**src/neighbor_strength_table_unit_defines.svh**
```systemverilog
// Assertion macros for the neighbor strength table unit.
// Used by the top level only; expects clk and arst_n in scope.
`ifndef NEIGHBOR_STRENGTH_TABLE_UNIT_DEFINES_SVH
`define NEIGHBOR_STRENGTH_TABLE_UNIT_DEFINES_SVH

// Same-cycle implication, disabled during reset.
`define NST_ASSERT_NOW(lbl, ante, cons, msg) \
	lbl: assert property (@(posedge clk) disable iff (!arst_n) (ante) |-> (cons)) \
		else $error(msg);

// Next-cycle implication, disabled during reset.
`define NST_ASSERT_NEXT(lbl, ante, cons, msg) \
	lbl: assert property (@(posedge clk) disable iff (!arst_n) (ante) |=> (cons)) \
		else $error(msg);

`endif

```
**src/nst_pkg.sv**
```systemverilog
// Shared constants, codes and controller/datapath interface types
// for the neighbor strength table. No dependencies.
`default_nettype none

package nst_pkg;

	localparam int TABLE_ENTRIES = 16;
	localparam int MAX_REPORTS   = 16;
	localparam int IDX_W     = (TABLE_ENTRIES > 1) ? $clog2(TABLE_ENTRIES) : 1;
	localparam int CNT_W     = $clog2(TABLE_ENTRIES + 1);
	localparam int RPT_LIMIT = (MAX_REPORTS < TABLE_ENTRIES) ? MAX_REPORTS : TABLE_ENTRIES;
	localparam int SUM_W     = 16;
	localparam int SCNT_W    = 8;
	localparam int SAMPLES   = 2;
	localparam int DIV_CW    = $clog2(SUM_W);

	localparam logic [1:0] REQ_CLEAR  = 2'd0;
	localparam logic [1:0] REQ_RECORD = 2'd1;
	localparam logic [1:0] REQ_DUMP   = 2'd2;

	localparam logic [2:0] ST_ACC    = 3'd0;
	localparam logic [2:0] ST_INS    = 3'd1;
	localparam logic [2:0] ST_FULL   = 3'd2;
	localparam logic [2:0] ST_OVF    = 3'd3;
	localparam logic [2:0] ST_REPORT = 3'd4;
	localparam logic [2:0] ST_EMPTY  = 3'd5;

	typedef struct packed {
		logic capture;
		logic prep;
		logic read;
		logic resolve;
		logic div_step;
		logic dump_next;
	} nst_cmd_t;

	typedef struct packed {
		logic [1:0] req;
		logic       used_zero;
		logic       div_done;
		logic       res_last;
	} nst_stat_t;

	function automatic logic [4:0] total_of(input logic [CNT_W-1:0] u);
		if (int'(u) > 31) return 5'd31;
		return 5'(u);
	endfunction

endpackage

`default_nettype wire

```
**src/nst_ctrl.sv**
```systemverilog
// Neighbor strength table sequencer: prepare, read, resolve, divide,
// output; clear, empty dump skip read/resolve. Depends on nst_pkg.
`default_nettype none

module nst_ctrl import nst_pkg::*; (
	input  wire logic      clk,
	input  wire logic      arst_n,
	input  wire logic      in_valid,
	output logic           in_ready,
	output logic           out_valid,
	input  wire logic      out_ready,
	input  wire nst_stat_t stat,
	output nst_cmd_t       cmd
);

	typedef enum logic [2:0] {
		S_IDLE,
		S_PREP,
		S_READ,
		S_RESOLVE,
		S_DIV,
		S_OUT
	} state_t;

	state_t state_q;
	logic   in_ready_q;
	logic   out_valid_q;

	always_ff @(posedge clk or negedge arst_n) begin
		if (!arst_n) begin
			state_q     <= S_IDLE;
			in_ready_q  <= 1'b1;
			out_valid_q <= 1'b0;
		end else begin
			case (state_q)
				S_IDLE: begin
					if (in_valid) begin
						state_q    <= S_PREP;
						in_ready_q <= 1'b0;
					end
				end
				S_PREP: begin
					case (stat.req)
						REQ_CLEAR:  state_q <= S_DIV;
						REQ_RECORD: state_q <= S_READ;
						REQ_DUMP:   state_q <= stat.used_zero ? S_DIV : S_READ;
						default: begin
							// unused code: drop the word
							state_q    <= S_IDLE;
							in_ready_q <= 1'b1;
						end
					endcase
				end
				S_READ:    state_q <= S_RESOLVE;
				S_RESOLVE: state_q <= S_DIV;
				S_DIV: begin
					if (stat.div_done) begin
						state_q     <= S_OUT;
						out_valid_q <= 1'b1;
					end
				end
				S_OUT: begin
					if (out_ready) begin
						out_valid_q <= 1'b0;
						if (stat.res_last) begin
							state_q    <= S_IDLE;
							in_ready_q <= 1'b1;
						end else begin
							state_q <= S_READ;
						end
					end
				end
				default: begin
					state_q     <= S_IDLE;
					in_ready_q  <= 1'b1;
					out_valid_q <= 1'b0;
				end
			endcase
		end
	end

	assign in_ready  = in_ready_q;
	assign out_valid = out_valid_q;

	always_comb begin
		cmd           = '0;
		cmd.capture   = (state_q == S_IDLE) && in_valid;
		cmd.prep      = (state_q == S_PREP);
		cmd.read      = (state_q == S_READ);
		cmd.resolve   = (state_q == S_RESOLVE);
		cmd.div_step  = (state_q == S_DIV);
		cmd.dump_next = (state_q == S_OUT) && out_ready && !stat.res_last;
	end

endmodule

`default_nettype wire

```
**src/nst_dp.sv**
```systemverilog
// Datapath for the neighbor strength table: entry storage, parallel
// address match, update checks, serial divider and result registers. Depends on nst_pkg.
`default_nettype none

module nst_dp import nst_pkg::*; (
	input  wire logic               clk,
	input  wire logic               arst_n,
	input  wire nst_cmd_t           cmd,
	output nst_stat_t               stat,
	input  wire logic [1:0]         req_type,
	input  wire logic [31:0]        neighbor_addr,
	input  wire logic signed [7:0]  rx_strength,
	input  wire logic signed [7:0]  tx_strength,
	output logic [2:0]              status,
	output logic [31:0]             entry_addr,
	output logic signed [7:0]       mean_strength,
	output logic [4:0]              entry_total,
	output logic                    last
);

	// entry storage, no reset: only slots below the fill count are used
	logic [31:0]       addr_tab [TABLE_ENTRIES];
	logic [SUM_W-1:0]  sum_mem  [TABLE_ENTRIES];
	logic [SCNT_W-1:0] cnt_mem  [TABLE_ENTRIES];

	logic [CNT_W-1:0]  used_q;

	logic [1:0]        req_q;
	logic [31:0]       addr_q;
	logic [7:0]        rx_q;
	logic [7:0]        tx_q;
	logic [IDX_W-1:0]  idx_q;
	logic              hit_q;
	logic [SUM_W-1:0]  rd_sum_q;
	logic [SCNT_W-1:0] rd_cnt_q;
	logic [31:0]       rd_addr_q;

	logic [2:0]        res_status_q;
	logic [31:0]       res_addr_q;
	logic              res_last_q;

	logic [SUM_W-1:0]  dvd_q;
	logic [SCNT_W-1:0] dvs_q;
	logic [SCNT_W-1:0] rem_q;
	logic              neg_q;
	logic [DIV_CW-1:0] div_cnt_q;

	logic              hit;
	logic [IDX_W-1:0]  hit_idx;
	logic [SUM_W-1:0]  pair_sum;
	logic [SUM_W:0]    new_sum;
	logic [SCNT_W:0]   new_cnt;
	logic              ovf;
	logic              can_insert;
	logic [CNT_W-1:0]  dump_n;
	logic              dump_last;

	logic              start_div;
	logic [SUM_W-1:0]  op_sum;
	logic [SCNT_W-1:0] op_cnt;
	logic [2:0]        r_status;
	logic [31:0]       r_addr;
	logic              r_last;
	logic              wr_en;
	logic              ins;
	logic [IDX_W-1:0]  wr_idx;
	logic [SUM_W-1:0]  wr_sum;
	logic [SCNT_W-1:0] wr_cnt;

	logic [SCNT_W:0]   shifted;
	logic [SCNT_W:0]   trial;

	// parallel match over held slots; lowest slot wins
	always_comb begin
		hit     = 1'b0;
		hit_idx = '0;
		for (int i = TABLE_ENTRIES - 1; i >= 0; i--) begin
			if ((CNT_W'(i) < used_q) && (addr_tab[i] == addr_q)) begin
				hit     = 1'b1;
				hit_idx = IDX_W'(i);
			end
		end
	end

	assign pair_sum   = {{(SUM_W-8){rx_q[7]}}, rx_q} + {{(SUM_W-8){tx_q[7]}}, tx_q};
	assign new_sum    = {rd_sum_q[SUM_W-1], rd_sum_q} + {pair_sum[SUM_W-1], pair_sum};
	assign new_cnt    = {1'b0, rd_cnt_q} + (SCNT_W+1)'(SAMPLES);
	assign ovf        = new_cnt[SCNT_W] || (new_sum[SUM_W] != new_sum[SUM_W-1]);
	assign can_insert = used_q < CNT_W'(TABLE_ENTRIES);
	assign dump_n     = (used_q > CNT_W'(RPT_LIMIT)) ? CNT_W'(RPT_LIMIT) : used_q;
	assign dump_last  = (CNT_W'(idx_q) + CNT_W'(1)) == dump_n;

	always_comb begin
		start_div = 1'b0;
		op_sum    = '0;
		op_cnt    = SCNT_W'(SAMPLES);
		r_status  = ST_EMPTY;
		r_addr    = '0;
		r_last    = 1'b1;
		wr_en     = 1'b0;
		ins       = 1'b0;
		wr_idx    = idx_q;
		wr_sum    = new_sum[SUM_W-1:0];
		wr_cnt    = new_cnt[SCNT_W-1:0];
		if (cmd.prep) begin
			if ((req_q == REQ_CLEAR) || ((req_q == REQ_DUMP) && (used_q == '0)))
				start_div = 1'b1;
		end
		if (cmd.resolve) begin
			start_div = 1'b1;
			if (req_q == REQ_DUMP) begin
				r_status = ST_REPORT;
				r_addr   = rd_addr_q;
				op_sum   = rd_sum_q;
				op_cnt   = rd_cnt_q;
				r_last   = dump_last;
			end else if (hit_q) begin
				r_addr = addr_q;
				if (ovf) begin
					// refuse update, report current mean
					r_status = ST_OVF;
					op_sum   = rd_sum_q;
					op_cnt   = rd_cnt_q;
				end else begin
					r_status = ST_ACC;
					op_sum   = new_sum[SUM_W-1:0];
					op_cnt   = new_cnt[SCNT_W-1:0];
					wr_en    = 1'b1;
				end
			end else if (can_insert) begin
				r_status = ST_INS;
				r_addr   = addr_q;
				op_sum   = pair_sum;
				wr_en    = 1'b1;
				ins      = 1'b1;
				wr_idx   = IDX_W'(used_q);
				wr_sum   = pair_sum;
				wr_cnt   = SCNT_W'(SAMPLES);
			end else begin
				r_status = ST_FULL;
				r_addr   = addr_q;
			end
		end
	end

	// fill count
	always_ff @(posedge clk or negedge arst_n) begin
		if (!arst_n) begin
			used_q <= '0;
		end else if (cmd.prep && (req_q == REQ_CLEAR)) begin
			used_q <= '0;
		end else if (ins) begin
			used_q <= used_q + CNT_W'(1);
		end
	end

	always_ff @(posedge clk) begin
		if (wr_en) begin
			sum_mem[wr_idx] <= wr_sum;
			cnt_mem[wr_idx] <= wr_cnt;
		end
		if (ins)
			addr_tab[wr_idx] <= addr_q;
		if (cmd.read) begin
			rd_sum_q  <= sum_mem[idx_q];
			rd_cnt_q  <= cnt_mem[idx_q];
			rd_addr_q <= addr_tab[idx_q];
		end
	end

	always_ff @(posedge clk) begin
		if (cmd.capture) begin
			req_q  <= req_type;
			addr_q <= neighbor_addr;
			rx_q   <= rx_strength;
			tx_q   <= tx_strength;
		end
		if (cmd.prep) begin
			hit_q <= hit;
			idx_q <= (req_q == REQ_DUMP) ? '0 : hit_idx;
		end else if (cmd.dump_next) begin
			idx_q <= idx_q + IDX_W'(1);
		end
		if (start_div) begin
			res_status_q <= r_status;
			res_addr_q   <= r_addr;
			res_last_q   <= r_last;
		end
	end

	// restoring divider on magnitudes, one quotient bit per cycle
	assign shifted = {rem_q, dvd_q[SUM_W-1]};
	assign trial   = shifted - {1'b0, dvs_q};

	always_ff @(posedge clk) begin
		if (start_div) begin
			dvd_q     <= op_sum[SUM_W-1] ? -op_sum : op_sum;
			neg_q     <= op_sum[SUM_W-1];
			dvs_q     <= op_cnt;
			rem_q     <= '0;
			div_cnt_q <= '0;
		end else if (cmd.div_step) begin
			div_cnt_q <= div_cnt_q + DIV_CW'(1);
			if (shifted >= {1'b0, dvs_q}) begin
				rem_q <= trial[SCNT_W-1:0];
				dvd_q <= {dvd_q[SUM_W-2:0], 1'b1};
			end else begin
				rem_q <= shifted[SCNT_W-1:0];
				dvd_q <= {dvd_q[SUM_W-2:0], 1'b0};
			end
		end
	end

	assign stat.req       = req_q;
	assign stat.used_zero = (used_q == '0);
	assign stat.div_done  = (div_cnt_q == DIV_CW'(SUM_W - 1));
	assign stat.res_last  = res_last_q;

	assign status        = res_status_q;
	assign entry_addr    = res_addr_q;
	assign mean_strength = neg_q ? $signed(-dvd_q[7:0]) : $signed(dvd_q[7:0]);
	assign entry_total   = total_of(used_q);
	assign last          = res_last_q;

endmodule

`default_nettype wire

```
**src/neighbor_strength_table_unit.sv**
```systemverilog
// Neighbor strength table: one word in at a time, results out in order.
// A record passes prepare, read, resolve and the 16-step serial divider for the mean before
// out_valid rises; a clear or an empty dump skips read and resolve; a dump goes back through
// read, resolve and divide for each report. Next word is taken after the last result.
// Reset (arst_n low, asynchronous) empties the table and idles the sequencer.
`default_nettype none
`include "neighbor_strength_table_unit_defines.svh"

module neighbor_strength_table_unit import nst_pkg::*; (
	input  wire logic               clk,
	input  wire logic               arst_n,
	input  wire logic               in_valid,
	output logic                    in_ready,
	input  wire logic [1:0]         req_type,
	input  wire logic [31:0]        neighbor_addr,
	input  wire logic signed [7:0]  rx_strength,
	input  wire logic signed [7:0]  tx_strength,
	output logic                    out_valid,
	input  wire logic               out_ready,
	output logic [2:0]              status,
	output logic [31:0]             entry_addr,
	output logic signed [7:0]       mean_strength,
	output logic [4:0]              entry_total,
	output logic                    last
);

	nst_cmd_t  cmd;
	nst_stat_t stat;

	nst_ctrl u_ctrl (
		.clk       (clk),
		.arst_n    (arst_n),
		.in_valid  (in_valid),
		.in_ready  (in_ready),
		.out_valid (out_valid),
		.out_ready (out_ready),
		.stat      (stat),
		.cmd       (cmd)
	);

	nst_dp u_dp (
		.clk           (clk),
		.arst_n        (arst_n),
		.cmd           (cmd),
		.stat          (stat),
		.req_type      (req_type),
		.neighbor_addr (neighbor_addr),
		.rx_strength   (rx_strength),
		.tx_strength   (tx_strength),
		.status        (status),
		.entry_addr    (entry_addr),
		.mean_strength (mean_strength),
		.entry_total   (entry_total),
		.last          (last)
	);

	`NST_ASSERT_NOW(a_one_side, in_ready, !out_valid, "input and output open together")
	`NST_ASSERT_NEXT(a_busy_after_take, in_valid && in_ready, !in_ready, "took two words")
	`NST_ASSERT_NOW(a_total_bound, out_valid, int'(entry_total) <= TABLE_ENTRIES, "total too large")
	`NST_ASSERT_NOW(a_empty_shape, out_valid && (status == ST_EMPTY),
		last && (entry_addr == 32'd0) && (entry_total == 5'd0), "bad empty result")

endmodule

`default_nettype wire

```
**config.mk**
```make
export PLATFORM = sky130hd
export DESIGN_NAME = neighbor_strength_table_unit
export DESIGN_NICKNAME = d
export VERILOG_FILES = /design/src/nst_pkg.sv /design/src/nst_ctrl.sv /design/src/nst_dp.sv /design/src/neighbor_strength_table_unit.sv
export VERILOG_INCLUDE_DIRS = /design/src /design/src/src
export SDC_FILE = /design/constraint.sdc
export NUM_CORES = 2
export LEC_CHECK = 0
export BUFFER_PORTS_ARGS = -buffer_cell sky130_fd_sc_hd__buf_2
export CAP_MARGIN = 20
export CORE_MARGIN = 5
export CORE_UTILIZATION = 60
export DETAILED_ROUTE_END_ITERATION = 10
export PLACE_DENSITY = 0.83
export SETUP_SLACK_MARGIN = 0.2
export SLEW_MARGIN = 20
export SYNTH_ARGS = -nofsm -noshare
export SYNTH_HDL_FRONTEND = slang
export SYNTH_SLANG_ARGS = --single-unit
```
**constraint.sdc**
```tcl
create_clock -name clk -period 7.1 [get_ports clk]
set_input_delay 0.355 -clock clk [delete_from_list [all_inputs] [get_ports clk]]
set_output_delay 0.355 -clock clk [all_outputs]
set_load 0.02 [all_outputs]
```
# ---- Word level (Yosys, flattened, before mapping)
# Memory sizes are Yosys's and may differ from the RTL's. A register that Yosys moved wholly into a read port is not among the register bits.
# Index checks and enable logic that the tools add are counted.
dict set report word_totals {
  mem_count 3
  wordCells 208
  ramBits 896
  reg_bits 138
  out_inout_bits 51
  inputBits 54
}
# memory depth width read_ports rd_clocked_by_memory_dff wr line_no
set mem_list {}
lappend mem_list {u_dp.addr_tab 16 32 17 1 1 nst_dp.sv:22} ;# logic [31:0] addr_tab [TABLE_ENTRIES];
lappend mem_list {u_dp.sum_mem 16 16 1 1 1 nst_dp.sv:23} ;# logic [SUM_W-1:0] sum_mem [TABLE_ENTRIES];
lappend mem_list {u_dp.cnt_mem 16 8 1 1 1 nst_dp.sv:24} ;# logic [SCNT_W-1:0] cnt_mem [TABLE_ENTRIES];
dict set report op_classes {
  magnitude_cmp 19
  bitwise_logic 3
  n_eq_ne 31
  addsub 10
  reduce_logical 39
  muxes 84
}
# op count
set op_table {}
lappend op_table {{$eq 32x32->1} 16}
lappend op_table {{$mux 16} 12}
lappend op_table {{$mux 4} 23}
lappend op_table {{$mux 8} 9}
lappend op_table {{$lt 4x5->1 const A} 8}
lappend op_table {{$mux 32} 1}
lappend op_table {{$mux 1} 24}
lappend op_table {{$logic_and 1x1->1} 21}
lappend op_table {{$lt 3x5->1 const A} 4}
lappend op_table {{$pmux 3 s6} 1}
lappend op_table {{$add 16x9->17} 1}
lappend op_table {{$neg 16->16} 1}
lappend op_table {{$mux 5} 3}
lappend op_table {{$reduce_or 15->1} 1}
lappend op_table {{$mux 3} 4}
lappend op_table {{$lt 1x5->1 const A} 2}
lappend op_table {{$lt 2x5->1 const A} 2}
lappend op_table {{$add 8x2->9 const B} 1}
lappend op_table {{$add 8x8->9} 1}
lappend op_table {{$ge 9x8->1} 1}
lappend op_table {{$pmux 3 s3} 1}
lappend op_table {{$add 4x1->4 const B} 2}
lappend op_table {{$mux 2} 4}
lappend op_table {{$neg 8->8} 1}
lappend op_table {{other kinds (30)} 42}

# ---- Depth between registers and ports, before layout
# An unclocked memory read counts as a cell.
dict set report logic_depth {
  word_depth 21
  depth_mapped 21
  depth_no_buf 20
}

# ---- By module
# Synthesis repeated with hierarchy kept, for this count alone.
dict set report unflattened {
  hier_cells 3297
  hier_area_um2 51500.6
}
# module n_inst seq_area_each_um2 area_each_um2 cells_each
set by_module_without_submodules {}
lappend by_module_without_submodules {nst_dp 1 32436.1 51077.7 3249}
lappend by_module_without_submodules {nst_ctrl 1 126.4 422.9 48}

# ---- Least setup slack after synthesis
# No wires, ideal clock.
dict set report synth_path {
  path_type {flip-flop to flip-flop}
  startpoint {register u_ctrl.state_q[0]}
  endpoint {register u_dp.addr_q[0] (enable)}
  path_stages_with_launch 3
  slack_ns 0.622
  path_buffers 1
  arrival_time_ns 5.875
  setup_time_ns 0.603
  synth_period_minus_slack_ns 6.478
  path_cell_list {dfrtp_1 clkbuf_1 nor4b_1}
}
# item line_no
set synth_rtl {}
lappend synth_rtl {{start: declaration} nst_ctrl.sv:25} ;# state_t state_q;
lappend synth_rtl {{start signal: assignment} nst_ctrl.sv:46} ;# REQ_DUMP: state_q <= stat.used_zero ? S_DIV : S_READ;
lappend synth_rtl {{end signal: assignment} nst_dp.sv:174} ;# addr_q <= neighbor_addr;
lappend synth_rtl {{end: declaration} nst_dp.sv:29} ;# logic [31:0] addr_q;

# ---- Worst setup path in the final report
dict set report layout_path {
  startpoint {register u_dp.tx_q[0]}
  endpoint {memory u_dp.sum_mem[3][1] (enable)}
}
dict set report layout_via {
  elab_chain_cells 10
}
# item line_no
set layout_lines {}
lappend layout_lines {{start: declaration} nst_dp.sv:31} ;# logic [7:0] tx_q;
lappend layout_lines {{start signal: assignment} nst_dp.sv:176} ;# tx_q <= tx_strength;
lappend layout_lines {{$add 8x8->9} nst_dp.sv:85} ;# assign pair_sum = {{(SUM_W-8){rx_q[7]}}, rx_q} + {{(SUM_W-8){tx_q[7]}}, tx_q};
lappend layout_lines {{$add 16x9->17} nst_dp.sv:86} ;# assign new_sum = {rd_sum_q[SUM_W-1], rd_sum_q} + {pair_sum[SUM_W-1], pair_sum};
lappend layout_lines {{$ne 1x1->1} nst_dp.sv:88} ;# assign ovf = new_cnt[SCNT_W] || (new_sum[SUM_W] != new_sum[SUM_W-1]);
lappend layout_lines {{$logic_or 1x1->1} nst_dp.sv:88}
lappend layout_lines {{$mux 1} nst_dp.sv:119} ;# if (ovf) begin
lappend layout_lines {{$mux 1} nst_dp.sv:117} ;# end else if (hit_q) begin
lappend layout_lines {{$mux 1} nst_dp.sv:111} ;# if (req_q == REQ_DUMP) begin
lappend layout_lines {{$mux 1} nst_dp.sv:109} ;# if (cmd.resolve) begin
lappend layout_lines {{$mux 1} nst_dp.sv:158} ;# if (wr_en) begin
lappend layout_lines {{$mux 1 (not written as such)} nst_dp.sv:159} ;# sum_mem[wr_idx] <= wr_sum;
lappend layout_lines {{end: declaration} nst_dp.sv:23}
# No other way between the ends.

==> out/metrics.cfg <==
[outcome]
run_status = completed

[power]
leakage_nw = 18.3
ir_drop_mv = 0.350
p_total_mw = 21.5
p_per_area_nw_per_um2 = 383

[finish]
drive_gt1_share_pct = 21.0
nets = 3345
seqCellArea_um2 = 32600
multi_input_area_um2 = 16900
fill_cells = 5178
final_common_cell = edfxtp_1
areaGrowthSynthToFinish_pct = 12.4
most-common-layout-cells = edfxtp_1 (1068), xnor2_1 (299), mux4_2 (280), xor2_1 (255), nand2_1 (165)
design_area_um2 = 56200

[clock_network]
worstSkewPairLatency_ps = 700
clkTransAtPathRegs_ps = 70
cts_tree = yes
hold_buffers = 52
cts_setup_buffers = 0
cts_sinks = 1090
numCtsBuffers = 109
cts_root_buffer = clkbuf_16
ctsResizeCount = 0
htreeDepth = 3
clockBufferDepth = 3

[place]
place_area_um2 = 52200
place_ws_ps = 844
port_buffers = 104
place_hpwl_um = 94900
globalplace.congestion = 0.966

[timing]
finalMaxSlewViolations = 0
setup_viol_count_final = 0
tns_ps = 0
period_share_pct = 90.6
setup_ws_ps = 668
fin_crit_ps = 6430
tightest_slew_ps = 1200
max_clock_freq_mhz = 155
fin_skew_ps = 36.7
rsz0062_at_grt = false
slew_headroom_pct = 19.7
whs_ps = 63.3
finalHoldViolCount = 0

[drt]
drtIter0Drc = 5312
ant_nets = 0
drt_pass1_iterations = 6
wl_per_cell_um = 32.3
wl_um = 143000
vias_per_cell = 6.94
dr_total_vias = 30636
drc = 0

[synthesis]
netlist_area_um2 = 50000
yosys_most_used_dff = edfxtp_1
synth-edff-count = 1068
syn_nets = 3151
async_flop_share_pct = 0.917
yosysTopAreaCellShare_pct = 64.1
avgSynthCellArea_um2 = 16.4
yosysSeqAreaShare_pct = 65.1
ys_warn_count = 0
synth.largest_area_cell = edfxtp_1
synth.distinct_cells = 83
synthCells = 3054
ys_ff_latch = 1090
synthTopCellsByArea = edfxtp_1 (64%), mux4_2 (13%), xnor2_1 (5.2%), xor2_1 (4.5%), nand2_1 (1.2%)

[worst_setup_path]
ff2ff_path_depth = 18
path_buf_inv = 1
worstPathRequired_ps = 7440
worstSetupPathType = flop to flop
critPathTopFamily = compound AO/OA/AOI/OAI gates
crit_path_end_kind = flop
cpMostUsedCell = o21ai_0
slowest_delay_ps = 560
reg2reg_slack_ps = 670
startpoint_type = flop
worstPathArrival_ps = 6770
r2r-end = u_dp.sum_mem[3][1]$_DFFE_PP_
r2r_start = u_dp.tx_q[0]$_DFFE_PP_
cp_max_fo = 20
slowest_stage = nand2b_1
cp_cell_sequence = ha_1 -> fa_1 -> a211oi_1 -> o21ai_0 -> a21oi_1 -> nand2b_1 -> ha_1 -> a211oi_2 -> o21bai_1 -> a221o_1 -> a21oi_4 -> xnor2_1 -> o21ai_0 -> o21ai_0 -> nor2_1 -> o21ai_0 -> nor2_2 -> buf_4

[floorplanning]
die_area_um2 = 89200
die-width_um = 299
core-area_um2 = 82400
start_util_pct = 60.7
ios = 105
placementRows = 105
die_h_um = 299

[grt]
grt_start_max_net_pins = 169
antenna_found_initial = 6
overflow = 0
track_usage_pct = 31.6
grt_pass1_vias = 29764
grt_pass1_wl_um = 207000

[hold_path]
holdCritStartpoint = out_ready
whs_endpoint = u_ctrl.state_q[2]$_DFFE_PN0P_
whs_path_depth = 4
hold_path_class = input port to flop

[job]
maxCapViolations = 0

logic make-up after synthesis:
family                   share of synthesized area, %
AO/OA/AOI/OAI                                    3.86
XOR/XNOR                                         9.76
adder cells (fa/ha/maj)                          1.12
buffers and inverters                            1.61
flip-flops                                       65.1
multiplexers                                     12.9
AND/OR/NAND/NOR                                  5.67
layer usage:
layer | global-route usage, % | share of wire, %
met1 | 46.2 | 36
met2 | 47.1 | 45
met3 | 8.21 | 14
met4 | 11.1 | 4.4
met5 | 0 | 0.044
worst max-delay path by stage:
stage	slack, ps	from	cells after the start	to
2_1_floorplan	620	u_ctrl.state_q[0]$_DFFE_PN0P_	2	u_dp.addr_q[0]$_DFFE_PP_
3_3_place_gp	890	u_dp.tx_q[0]$_DFFE_PP_	18	u_dp.cnt_mem[3][0]$_DFFE_PP_
3_5_place_dp	840	u_dp.tx_q[0]$_DFFE_PP_	18	u_dp.sum_mem[3][1]$_DFFE_PP_
4_1_cts	790	u_dp.tx_q[0]$_DFFE_PP_	18	u_dp.cnt_mem[13][5]$_DFFE_PP_
5_1_grt	320	u_dp.tx_q[0]$_DFFE_PP_	18	u_dp.sum_mem[3][1]$_DFFE_PP_
6_report	670	u_dp.tx_q[0]$_DFFE_PP_	18	u_dp.sum_mem[3][1]$_DFFE_PP_
synth_stat cells, types with 5 or more instances:
| cell type | count |
|---|---|
| edfxtp_1 | 1068 |
| xnor2_1 | 299 |
| mux4_2 | 280 |
| xor2_1 | 255 |
| nand2_1 | 165 |
| clkbuf_1 | 140 |
| a21oi_1 | 90 |
| nor2_1 | 85 |
| nand4_1 | 82 |
| o21ai_0 | 77 |
| nor4_1 | 72 |
| ha_1 | 40 |
| nand3_1 | 40 |
| inv_1 | 39 |
| buf_1 | 28 |
| nor3_1 | 26 |
| nand2b_1 | 18 |
| a31oi_1 | 13 |
| o211ai_1 | 13 |
| o31ai_1 | 13 |
| dfxtp_1 | 12 |
| mux2i_1 | 11 |
| nor2b_1 | 11 |
| or2_2 | 10 |
| and3_1 | 9 |
| dfrtp_1 | 9 |
| a211oi_1 | 8 |
| or3_1 | 8 |
| a21o_1 | 6 |
| a22o_1 | 6 |
| and2_1 | 6 |
| a2111oi_0 | 5 |
| a21boi_0 | 5 |
| a22oi_1 | 5 |
| nor3b_1 | 5 |
| o2111ai_1 | 5 |
| o21a_1 | 5 |
| o22ai_1 | 5 |
| or4_1 | 5 |
final cells by class:
class,instances,share of cell area [%]
antenna,2,0.00890
tap,1070,2.38
clock buffer,141,5.06
multi-input combinational,1751,30.0
timing repair buffer,255,3.33
sequential,1090,57.9
inverter,41,0.274
clock inverter,64,1.06
stage by stage:
stage / std cells / utilization (%)
CTS: 4409 / 68.2
global route: 4412 / 68.3
global placement: 4151 / 63.3
detailed placement: 4152 / 63.4
finish: 4414 / 68.3
floorplan: 3054 / -
report_power, final:
part,leakage [nW],internal [mW],switching [mW],total [mW]
Combinational,6.72,2.43,4.73,7.16
Sequential,9.87,8.47,0.273,8.74
Clock,1.67,3.17,2.48,5.64
sequential cells by signal (all words and copies together), names as in the netlist, 16 cells and up:
signal and flops:
u_dp.addr_q 32, u_dp.addr_tab 512, u_dp.cnt_mem 128, u_dp.dvd_q 16
u_dp.entry_addr 32, u_dp.rd_addr_q 32, u_dp.rd_sum_q 16, u_dp.sum_mem 256
worst min-delay path, delay by kind of cell:
| family | cells | cell delay (ps) |
|---|---|---|
| simple gates | 3 | 200 |
| buf+inv | 1 | 130 |
No activity file was read; power rests on OpenSTA's default activity.
